## config.mk

```make
export PLATFORM = sky130hd
export DESIGN_NAME = tank_fill_and_irrigation_sequencer_core
export DESIGN_NICKNAME = d
export VERILOG_FILES = /design/src/hw/rtl/tfis_pkg.sv /design/src/hw/rtl/tfis_step.sv /design/src/hw/rtl/tank_fill_and_irrigation_sequencer_core.sv
export SDC_FILE = /design/constraint.sdc
export NUM_CORES = 1
export LEC_CHECK = 0
export ABC_CLOCK_PERIOD_IN_PS = 2280
export BUFFER_PORTS_ARGS = -buffer_cell sky130_fd_sc_hd__clkbuf_2
export CORE_MARGIN = 2
export CORE_UTILIZATION = 53
export CTS_BUF_LIST = sky130_fd_sc_hd__clkbuf_8 sky130_fd_sc_hd__clkbuf_16
export CTS_CLUSTER_SIZE = 25
export DETAILED_ROUTE_END_ITERATION = 12
export PLACE_DENSITY = 0.78
export SLEW_MARGIN = 10
export SYNTH_ARGS = -nofsm -noshare
export SYNTH_HDL_FRONTEND = slang
export SYNTH_HIERARCHICAL = 1
export SYNTH_SLANG_ARGS = --single-unit
```

## constraint.sdc

```tcl
create_clock -name clock -period 2.28 [get_ports clock]
set_input_delay 0.456 -clock clock [delete_from_list [all_inputs] [get_ports clock]]
set_output_delay 0.456 -clock clock [all_outputs]
set_load 0.1 [all_outputs]
```

## src/hw/rtl/tfis_pkg.sv

```systemverilog
`timescale 1ns / 1ps
// ----------------------------------------------------------------------------
// tfis_pkg
// Shared types and codes of the tank fill and irrigation sequencer.
// ----------------------------------------------------------------------------
package tfis_pkg;

   // Mode codes, also reported on the result channel
   localparam logic [2:0] MODE_IDLE  = 3'd0;
   localparam logic [2:0] MODE_FILL  = 3'd1;
   localparam logic [2:0] MODE_SEC1  = 3'd2;
   localparam logic [2:0] MODE_SEC2  = 3'd3;
   localparam logic [2:0] MODE_PAGE1 = 3'd4;
   localparam logic [2:0] MODE_PAGE2 = 3'd5;
   localparam logic [2:0] MODE_PAGE3 = 3'd6;

   // Configuration register indexes
   localparam logic [1:0] CSR_START_HOUR     = 2'd0;
   localparam logic [1:0] CSR_START_MINUTE   = 2'd1;
   localparam logic [1:0] CSR_SECTOR_SECONDS = 2'd2;
   localparam logic [1:0] CSR_WEEKDAY_MASK   = 2'd3;

   localparam int unsigned ItemBits   = 18;
   localparam int unsigned ResultBits = 7;

   // One input item, last member in the lowest bits
   typedef struct packed {
      logic [2:0] weekday_now;
      logic [5:0] minute_now;
      logic [4:0] hour_now;
      logic       return_key;
      logic       menu_key;
      logic       high_level;
      logic       low_level;
   } item_type;

   // One result item, last member in the lowest bits
   typedef struct packed {
      logic [2:0] mode_now;
      logic       sector_two_on;
      logic       sector_one_on;
      logic       tank_valve_on;
      logic       pump_on;
   } result_type;

   typedef struct packed {
      logic [4:0]  start_hour;
      logic [5:0]  start_minute;
      logic [15:0] sector_seconds;
      logic [6:0]  weekday_mask;
   } cfg_type;

   typedef struct packed {
      logic [2:0]  mode;
      logic        low_seen;
      logic        high_seen;
      logic        menu_seen;
      logic        return_seen;
      logic        irrigation_due;
      logic [15:0] run_counter;
   } state_type;

endpackage

```

## src/hw/rtl/tfis_step.sv

```systemverilog
`timescale 1ns / 1ps
// ----------------------------------------------------------------------------
// tfis_step
// One-tick update: latches events, advances the mode, drives the relays.
// ----------------------------------------------------------------------------
module tfis_step (
   input  tfis_pkg::state_type  cur,
   input  tfis_pkg::cfg_type    cfg,
   input  tfis_pkg::item_type   item,
   output tfis_pkg::state_type  nxt,
   output tfis_pkg::result_type res
);

   logic time_match;
   logic day_en;

   assign time_match = (item.hour_now == cfg.start_hour) &&
                       (item.minute_now == cfg.start_minute);

   // Weekday 1..7 selects mask bit 0..6; weekday 0 enables nothing
   always_comb begin
      logic [2:0] bit_idx;
      bit_idx = item.weekday_now - 3'd1;
      day_en  = (item.weekday_now != 3'd0) && cfg.weekday_mask[bit_idx];
   end

   // Mode logic
   always_comb begin
      nxt = cur;
      res = '0;
      nxt.low_seen    = cur.low_seen    | item.low_level;
      nxt.high_seen   = cur.high_seen   | item.high_level;
      nxt.menu_seen   = cur.menu_seen   | item.menu_key;
      nxt.return_seen = cur.return_seen | item.return_key;

      case (cur.mode)
         tfis_pkg::MODE_IDLE: begin
            // low level starts filling unless irrigation is pending
            if (nxt.low_seen && !cur.irrigation_due) nxt.mode = tfis_pkg::MODE_FILL;
            if (time_match) nxt.irrigation_due = 1'b1;
            if (nxt.irrigation_due && (nxt.mode != tfis_pkg::MODE_FILL) && day_en)
               nxt.mode = tfis_pkg::MODE_SEC1;
            // menu key wins over both
            if (nxt.menu_seen) begin
               nxt.menu_seen = 1'b0;
               nxt.mode      = tfis_pkg::MODE_PAGE1;
            end
         end
         tfis_pkg::MODE_FILL: begin
            if (time_match) nxt.irrigation_due = 1'b1;
            nxt.low_seen = 1'b0;
            if (nxt.high_seen) begin
               nxt.high_seen = 1'b0;
               nxt.mode      = tfis_pkg::MODE_IDLE;
            end else begin
               res.pump_on       = 1'b1;
               res.tank_valve_on = 1'b1;
            end
         end
         tfis_pkg::MODE_SEC1, tfis_pkg::MODE_SEC2: begin
            if (cur.run_counter >= cfg.sector_seconds) begin
               nxt.run_counter = '0;
               if (cur.mode == tfis_pkg::MODE_SEC1) begin
                  nxt.mode = tfis_pkg::MODE_SEC2;
               end else begin
                  nxt.mode           = tfis_pkg::MODE_IDLE;
                  nxt.irrigation_due = 1'b0;
               end
            end else begin
               res.pump_on       = 1'b1;
               res.sector_one_on = (cur.mode == tfis_pkg::MODE_SEC1);
               res.sector_two_on = (cur.mode == tfis_pkg::MODE_SEC2);
               nxt.run_counter   = cur.run_counter + 16'd1;
            end
         end
         tfis_pkg::MODE_PAGE1, tfis_pkg::MODE_PAGE2, tfis_pkg::MODE_PAGE3: begin
            // return wins and leaves the pages; menu steps on, page 3 to idle
            if (nxt.return_seen) begin
               nxt.return_seen = 1'b0;
               nxt.mode        = tfis_pkg::MODE_IDLE;
            end else if (nxt.menu_seen) begin
               nxt.menu_seen = 1'b0;
               nxt.mode = (cur.mode == tfis_pkg::MODE_PAGE3) ? tfis_pkg::MODE_IDLE
                                                             : cur.mode + 3'd1;
            end
         end
         default: begin
            nxt.mode = tfis_pkg::MODE_IDLE;
         end
      endcase

      res.mode_now = nxt.mode;
   end

endmodule

```

## src/hw/rtl/tank_fill_and_irrigation_sequencer_core.sv

```systemverilog
`timescale 1ns / 1ps
// Data path: an accepted item waits in the input register, and its result is
// moved to the result register, which drives rsp_tvalid, when it is empty or read.
// Throughput: one item per cycle; the input register and the result register
// each hold one item, so rsp back-pressure stalls req only when both are full.
// The tick update is a single combinational pass between those registers.
// Reset (synchronous, active high) empties both registers, clears the mode
// and event latches, and loads the configuration defaults.
// ----------------------------------------------------------------------------
// tank_fill_and_irrigation_sequencer_core
// Sequencer for tank filling and two irrigation sectors, one item per tick.
// ----------------------------------------------------------------------------
module tank_fill_and_irrigation_sequencer_core (
   input  logic        clock,
   input  logic        reset,
   // req_tdata: low_level, high_level, menu_key, return_key, hour_now[5],
   //            minute_now[6], weekday_now[3], zero pad[6]
   input  logic        req_tvalid,
   output logic        req_tready,
   input  logic [23:0] req_tdata,
   // rsp_tdata: pump_on, tank_valve_on, sector_one_on, sector_two_on,
   //            mode_now[3], zero pad[1]
   output logic        rsp_tvalid,
   input  logic        rsp_tready,
   output logic [7:0]  rsp_tdata,
   input  logic        csr_we,
   input  logic [1:0]  csr_addr,
   input  logic [15:0] csr_wdata
);

   logic                 in_vld_ff, in_vld_in;
   tfis_pkg::item_type   in_item_ff;
   logic                 rsp_vld_ff, rsp_vld_in;
   tfis_pkg::result_type rsp_data_ff;
   tfis_pkg::state_type  state_ff;
   tfis_pkg::state_type  state_in;
   tfis_pkg::cfg_type    cfg_ff;
   tfis_pkg::result_type step_res;
   logic                 advance;

   // Handshake
   assign advance    = in_vld_ff && (!rsp_vld_ff || rsp_tready);
   assign req_tready = !in_vld_ff || advance;
   assign in_vld_in  = (req_tvalid && req_tready) || (in_vld_ff && !advance);
   assign rsp_vld_in = advance || (rsp_vld_ff && !rsp_tready);

   assign rsp_tvalid = rsp_vld_ff;
   assign rsp_tdata  = {1'b0, rsp_data_ff};

   // Tick update
   tfis_step u_step (
      .cur  (state_ff),
      .cfg  (cfg_ff),
      .item (in_item_ff),
      .nxt  (state_in),
      .res  (step_res)
   );

   // Pipeline control and state
   always_ff @(posedge clock) begin
      if (reset) begin
         in_vld_ff  <= 1'b0;
         rsp_vld_ff <= 1'b0;
         state_ff   <= '0;
      end else begin
         in_vld_ff  <= in_vld_in;
         rsp_vld_ff <= rsp_vld_in;
         if (advance) state_ff <= state_in;
      end
   end

   // Payload registers
   always_ff @(posedge clock) begin
      if (req_tvalid && req_tready) in_item_ff <= req_tdata[tfis_pkg::ItemBits-1:0];
      if (advance) rsp_data_ff <= step_res;
   end

   // Configuration registers
   always_ff @(posedge clock) begin
      if (reset) begin
         cfg_ff.start_hour     <= 5'd10;
         cfg_ff.start_minute   <= 6'd31;
         cfg_ff.sector_seconds <= 16'd60;
         cfg_ff.weekday_mask   <= 7'd127;
      end else if (csr_we) begin
         case (csr_addr)
            tfis_pkg::CSR_START_HOUR:     cfg_ff.start_hour     <= csr_wdata[4:0];
            tfis_pkg::CSR_START_MINUTE:   cfg_ff.start_minute   <= csr_wdata[5:0];
            tfis_pkg::CSR_SECTOR_SECONDS: cfg_ff.sector_seconds <= csr_wdata;
            tfis_pkg::CSR_WEEKDAY_MASK:   cfg_ff.weekday_mask   <= csr_wdata[6:0];
            default: ;
         endcase
      end
   end

endmodule

```

### Yosys cells after proc, flatten, opt, wreduce, memory -nomap -nowiden

Index checks and enable logic that the tools add are counted.

* register bits: 85
* latch bits: 0
* RAM bits: 0
* ROM bits: 0
* input bits: 47
* output and inout bits: 10
* word-level logic and storage cells: 106
* memories: 0

* $add $sub $neg: 3
* multiply operators: 0
* div/mod/pow operators: 0
* order comparisons: 2
* eq/ne operators: 14
* shift operators: 0
* muxes and demuxes: 26
* bitwise logic cells: 5
* reductions and logical operators: 31

Operators with widths (count)
* 3-bit 2-to-1 mux: 9
* 16-bit by 1-bit adder with 16-bit output (second input constant): 1
* 16-bit >= comparator: 1
* 16-bit 2-to-1 mux: 1
* 3-bit one-hot mux with 4 select lines: 1
* 2-bit AND reduction: 5
* 3-bit equality test (second input constant): 3
* 1-bit logical AND: 9
* 1-bit 2-to-1 mux: 8
* 3-bit by 2-bit equality test with 1-bit output (second input constant): 2
* 6-bit equality test: 1
* 2-bit 2-to-1 mux: 3
* 3-bit nonzero test: 2
* 5-bit equality test: 1
* 1-bit zero test: 5
* 2-bit equality test (second input constant): 2
* 1-bit logical OR: 4
* 3-bit by 4-bit less-than comparator with 1-bit output (second input constant): 1
* 1-bit bitwise OR: 4
* 1-bit one-hot mux with 2 select lines: 2
* 4-bit AND reduction: 1
* 2-bit OR reduction: 2
* 3-bit by 1-bit adder with 3-bit output (second input constant): 1
* 1-bit binary-select mux with 3-bit select: 1
* other kinds (11): 11

### Logic depth before layout (Yosys ltp)

* depth in word-level cells: 10
* mapped depth: 11
* gate-level depth less buffers: 10

### Modules after synthesis

Netlist, hierarchy kept.

Modules (own cells, without submodules)
* tank_fill_and_irrigation_sequencer_core: instances 1, cells an instance 278, area an instance 3166.8 µm², seq. area each 1951.9 µm²
* tfis_step: instances 1, cells an instance 204, area an instance 1390.1 µm², seq. area each 0.0 µm²

### Worst setup path before layout

Ideal clock, no wire load.

* kind: reg-to-reg
* start point: register state_ff[0] (netlist bit)
* end point: register rsp_data_ff, in the netlist rsp_tdata[4] (data pin)
* setup time: 0.251 ns
* data arrival time: 2.079 ns
* data required time: 2.029 ns
* setup slack: -0.050 ns
* stages on the path, launching flop included: 9
* buffers on the path: 1
* clock period less this slack: 2.330 ns
* cells stage by stage: dfxtp_1 -> inv_1 -> ha_1 -> nand2b_1 -> a2111o_1 -> a311oi_4 -> and2_1 -> o221ai_1 -> buf_4

RTL lines
* from (decl): line tank_fill_and_irrigation_sequencer_core.sv:35 `tfis_pkg::state_type state_ff;`
* from (signal assigned): line tank_fill_and_irrigation_sequencer_core.sv:68 `if (advance) state_ff <= state_in;`
* to (signal assigned): line tank_fill_and_irrigation_sequencer_core.sv:75 `if (advance) rsp_data_ff <= step_res;`
* to (decl): line tank_fill_and_irrigation_sequencer_core.sv:34 `tfis_pkg::result_type rsp_data_ff;`

### Worst setup path after layout

* start point: register cfg_ff[8] (netlist bit)
* end point: register state_ff[0] (netlist bit)

* word-level cells in the longest chain between the ends: 2

RTL lines
* from (decl): line tank_fill_and_irrigation_sequencer_core.sv:37 `tfis_pkg::cfg_type cfg_ff;`
* 16-bit >= comparator: line tfis_step.sv:61 `if (cur.run_counter >= cfg.sector_seconds) begin`
* 16-bit 2-to-1 mux: line tfis_step.sv:61

No other way between the ends.
A chain may end at the register's enable or synchronous reset.

==> flow_summary.yaml <==
status:
  status: "complete, no violations"
finish:
  areaGrowthSynthToFinish_pct: 17.1
  diodes: 0
  nets: 610
  final_layout_size_suffix_gt1_frac: 0.248
clock_tree:
  cts.sinks: 85
  cts-hold-fix-buffers: 0
  cts_buffers: 9
  clk_pin_slew_ns: 0.09
  clock_latency_ns: 0.36
  cts-root-buf: "clkbuf_8"
  clk_path_buf_depth: 2
  cts_tree: "built"
  htree_levels: 3
die:
  die_area_sq_um: 9360
  die_x_um: 96.7
  start_util: 0.552
  core_sq_um: 8260
  num_rows: 33
  io_pins: 57
  die_y_um: 96.7
global_route:
  grt_pass1_vias: 3487
  grt_max_degree: 42
  gr-total-overflow: 0
  grt_pass1_wl_mm: 16.0
  antenna_found_initial: 0
  track_usage: 0.206
logic_synthesis:
  async_flop_share: 0
  ys_ff_latch: 85
  syn-num-nets: 549
  synthFlopType: "dfxtp_1"
  netlist_area_sq_um: 4560
  ys_seq_area_frac: 0.428
  syn_avg_cell_area_sq_um: 9.45
  synth_enable_flop_cells: 25
  synthDistinctLibCells: 54
  synthCells: 482
  yosys_warnings: 6
drt:
  vias_per_cell: 5.43
  drc: 0
  wl_per_cell_um: 14.5
  num_vias: 3549
  antenna_left: 0
  drtIter0Drc: 149
  first_pass_iters: 4
  routed_wl_mm: 9.48
worst_hold_path:
  min_path_type: "input port to flip-flop"
power_and_ir_drop:
  p_clk_frac: 0.370
  p_int_uw: 2360
  p_leak_uw: 0.00208
  switching_share: 0.251
  peakVddDrop_v: 0.000442
  p_total_uw: 3140
  p_per_area_nw_per_um2: 589
  p_comb_frac: 0.109
  power_switching_uw: 788
  seqPwrFrac: 0.521
worst_setup_path:
  end_kind: "flip-flop"
  path_max_fanout: 8
  worstSetupPathType: "flip-flop to flip-flop"
  required_ns: 2.55
  timing.critical_path.arrival_ns: 2.48
  worst_setup_path_start_kind: "flip-flop"
timing:
  finalMaxSlewViolations: 0
  worst_pin_slew_ns: 0.542
  fin_crit_sh: 0.972
  min_period_ns: 2.22
  relSlewSlack: 0.640
  hold_violations: 0
  fin_hold_ws_ns: 0.264
  setup_violations: 0
  skew_ns: 0.0115
  fmax_mhz: 451
job:
  maxCapViolations: 0
placed_design:
  post-dp-hpwl_mm: 6.95
  port_buffers: 49
  place.gp.congestion: 0.899
==> area by class of cell <==
type | count | area, sq um
multi-input cells | 337 | 2410
flip-flops and latches | 85 | 1960
repair buffers | 78 | 499
fillers | 676 | 2920
well taps | 105 | 131
clock inverters | 7 | 90.1
clock buffers | 9 | 124
inverters | 32 | 120
==> path summary, 6_finish.rpt <==
check	start	endpoint	slack, ns	cells after the start
min reg2reg	cfg_ff[17]	cfg_ff[17]	0.46	2
min	req_tdata[13]	in_item_ff[13]	0.26	1
max reg2reg	cfg_ff[8]	state_ff[0]	0.06	9
max	cfg_ff[8]	state_ff[0]	0.06	9
==> logic make-up (layout without fill, tap and decap cells) <==
family          Yosys count  in the layout  share of synthesized area
compound gates           83             83                      0.121
xor+xnor                 23             23                     0.0442
fa+ha+maj                20             20                     0.0549
buf+inv                  60            126                     0.0678
flops                    85             85                      0.428
mux                      30             30                     0.0686
other cells               1              1                   0.000823
simple gates            180            180                      0.215
==> cells in the final DEF (no fill, tap or decap), drive strengths merged, types with 2 or more instances in the layout <==
cell type  count
and3b          2
nor2          27
nand2b        50
ha            20
a32oi          2
a31oi          5
inv           35
and4           2
buf           28
xor2           9
bufinv         2
nor3b          2
o21ai          8
o22ai          2
o221ai         2
mux2i         29
nand4          8
and3           2
a21oi         51
and2           2
nor4           3
nor2b          2
nor3          22
nand2         46
clkinv         2
clkbuf        58
edfxtp        25
dfxtp         60
a21boi         2
xnor2         14
nand3         10
==> power by group through the flow <==
| stage | combinational (uW) | clock, uW | sequential, uW |
|---|---|---|---|
| 6_report | 343 | 1160 | 1640 |
| 3_3_place_gp | 323 | 0 | 1670 |
| 2_1_floorplan | 211 | 0 | 1710 |
| 3_5_place_dp | 334 | 0 | 1670 |
| 5_1_grt | 375 | 1250 | 1640 |
| 4_1_cts | 336 | 1180 | 1640 |
==> state kept, by name, summed over array words and instances (netlist names) <==
signal,cells
cfg_ff,34
state_ff,24
in_item_ff,18
rsp_tdata,7
in_vld_ff,1
rsp_tvalid,1
==> critical path, cell delays in order (launching register included) <==
cell and delay, ns:
dfxtp_1 0.34, inv_1 0.04, ha_1 0.27, a2111o_1 0.46, a311oi_4 0.24, buf_6 0.19, nand3_2 0.13, o21ai_1 0.17
nand2b_1 0.11, mux2i_1 0.18
==> routing by layer <==
metal | GRT usage | part of all wire | vias up
met2 | 0.351 | 0.49 | 91
met3 | 0.0368 | 0.038 | 25
met1 | 0.257 | 0.44 | 1656
met5 | 0 | 0 | -
met4 | 0.0878 | 0.031 | 0
li1 | - | - | 1777
==> synth_stat cells (all sizes together), types with 3 or more instances <==
cell type / count / area share
o21ai: 8 / 0.0088
nand3: 10 / 0.013
inv: 32 / 0.026
clkbuf: 7 / 0.0058
buf: 21 / 0.036
nor3: 22 / 0.027
a31oi: 5 / 0.0069
a21oi: 51 / 0.063
nand2: 46 / 0.038
xor2: 9 / 0.017
ha: 20 / 0.055
nor2: 27 / 0.024
nand2b: 50 / 0.069
nand4: 8 / 0.011
edfxtp: 25 / 0.16
mux2i: 29 / 0.064
nor4: 3 / 0.0041
dfxtp: 60 / 0.26
xnor2: 14 / 0.027
==> repair_timing <==
| item | 4_1_cts | 5_1_grt |
|---|---|---|
| pin swaps | 4 | 4 |
| setup buffers | 1 | 0 |
| cloned | 0 | 1 |
| endpoints found under the setup margin | 13 | 19 |
| gates resized for setup | 4 | 17 |
==> metrics by stage <==
step	utilization	instance area [sq um]	cells	worst slack, ns	setup TNS, ns
floorplan	-	4560	482	0.00315	0
global placement	0.604	4980	635	0.0199	0
CTS	0.633	5230	652	0.0144	0
finish	0.646	5340	653	0.0632	0
detailed placement	0.604	4980	635	-0.0523	-0.104
global route	0.646	5340	653	-0.00148	-0.00148
(Power assumes the default switching activity.)
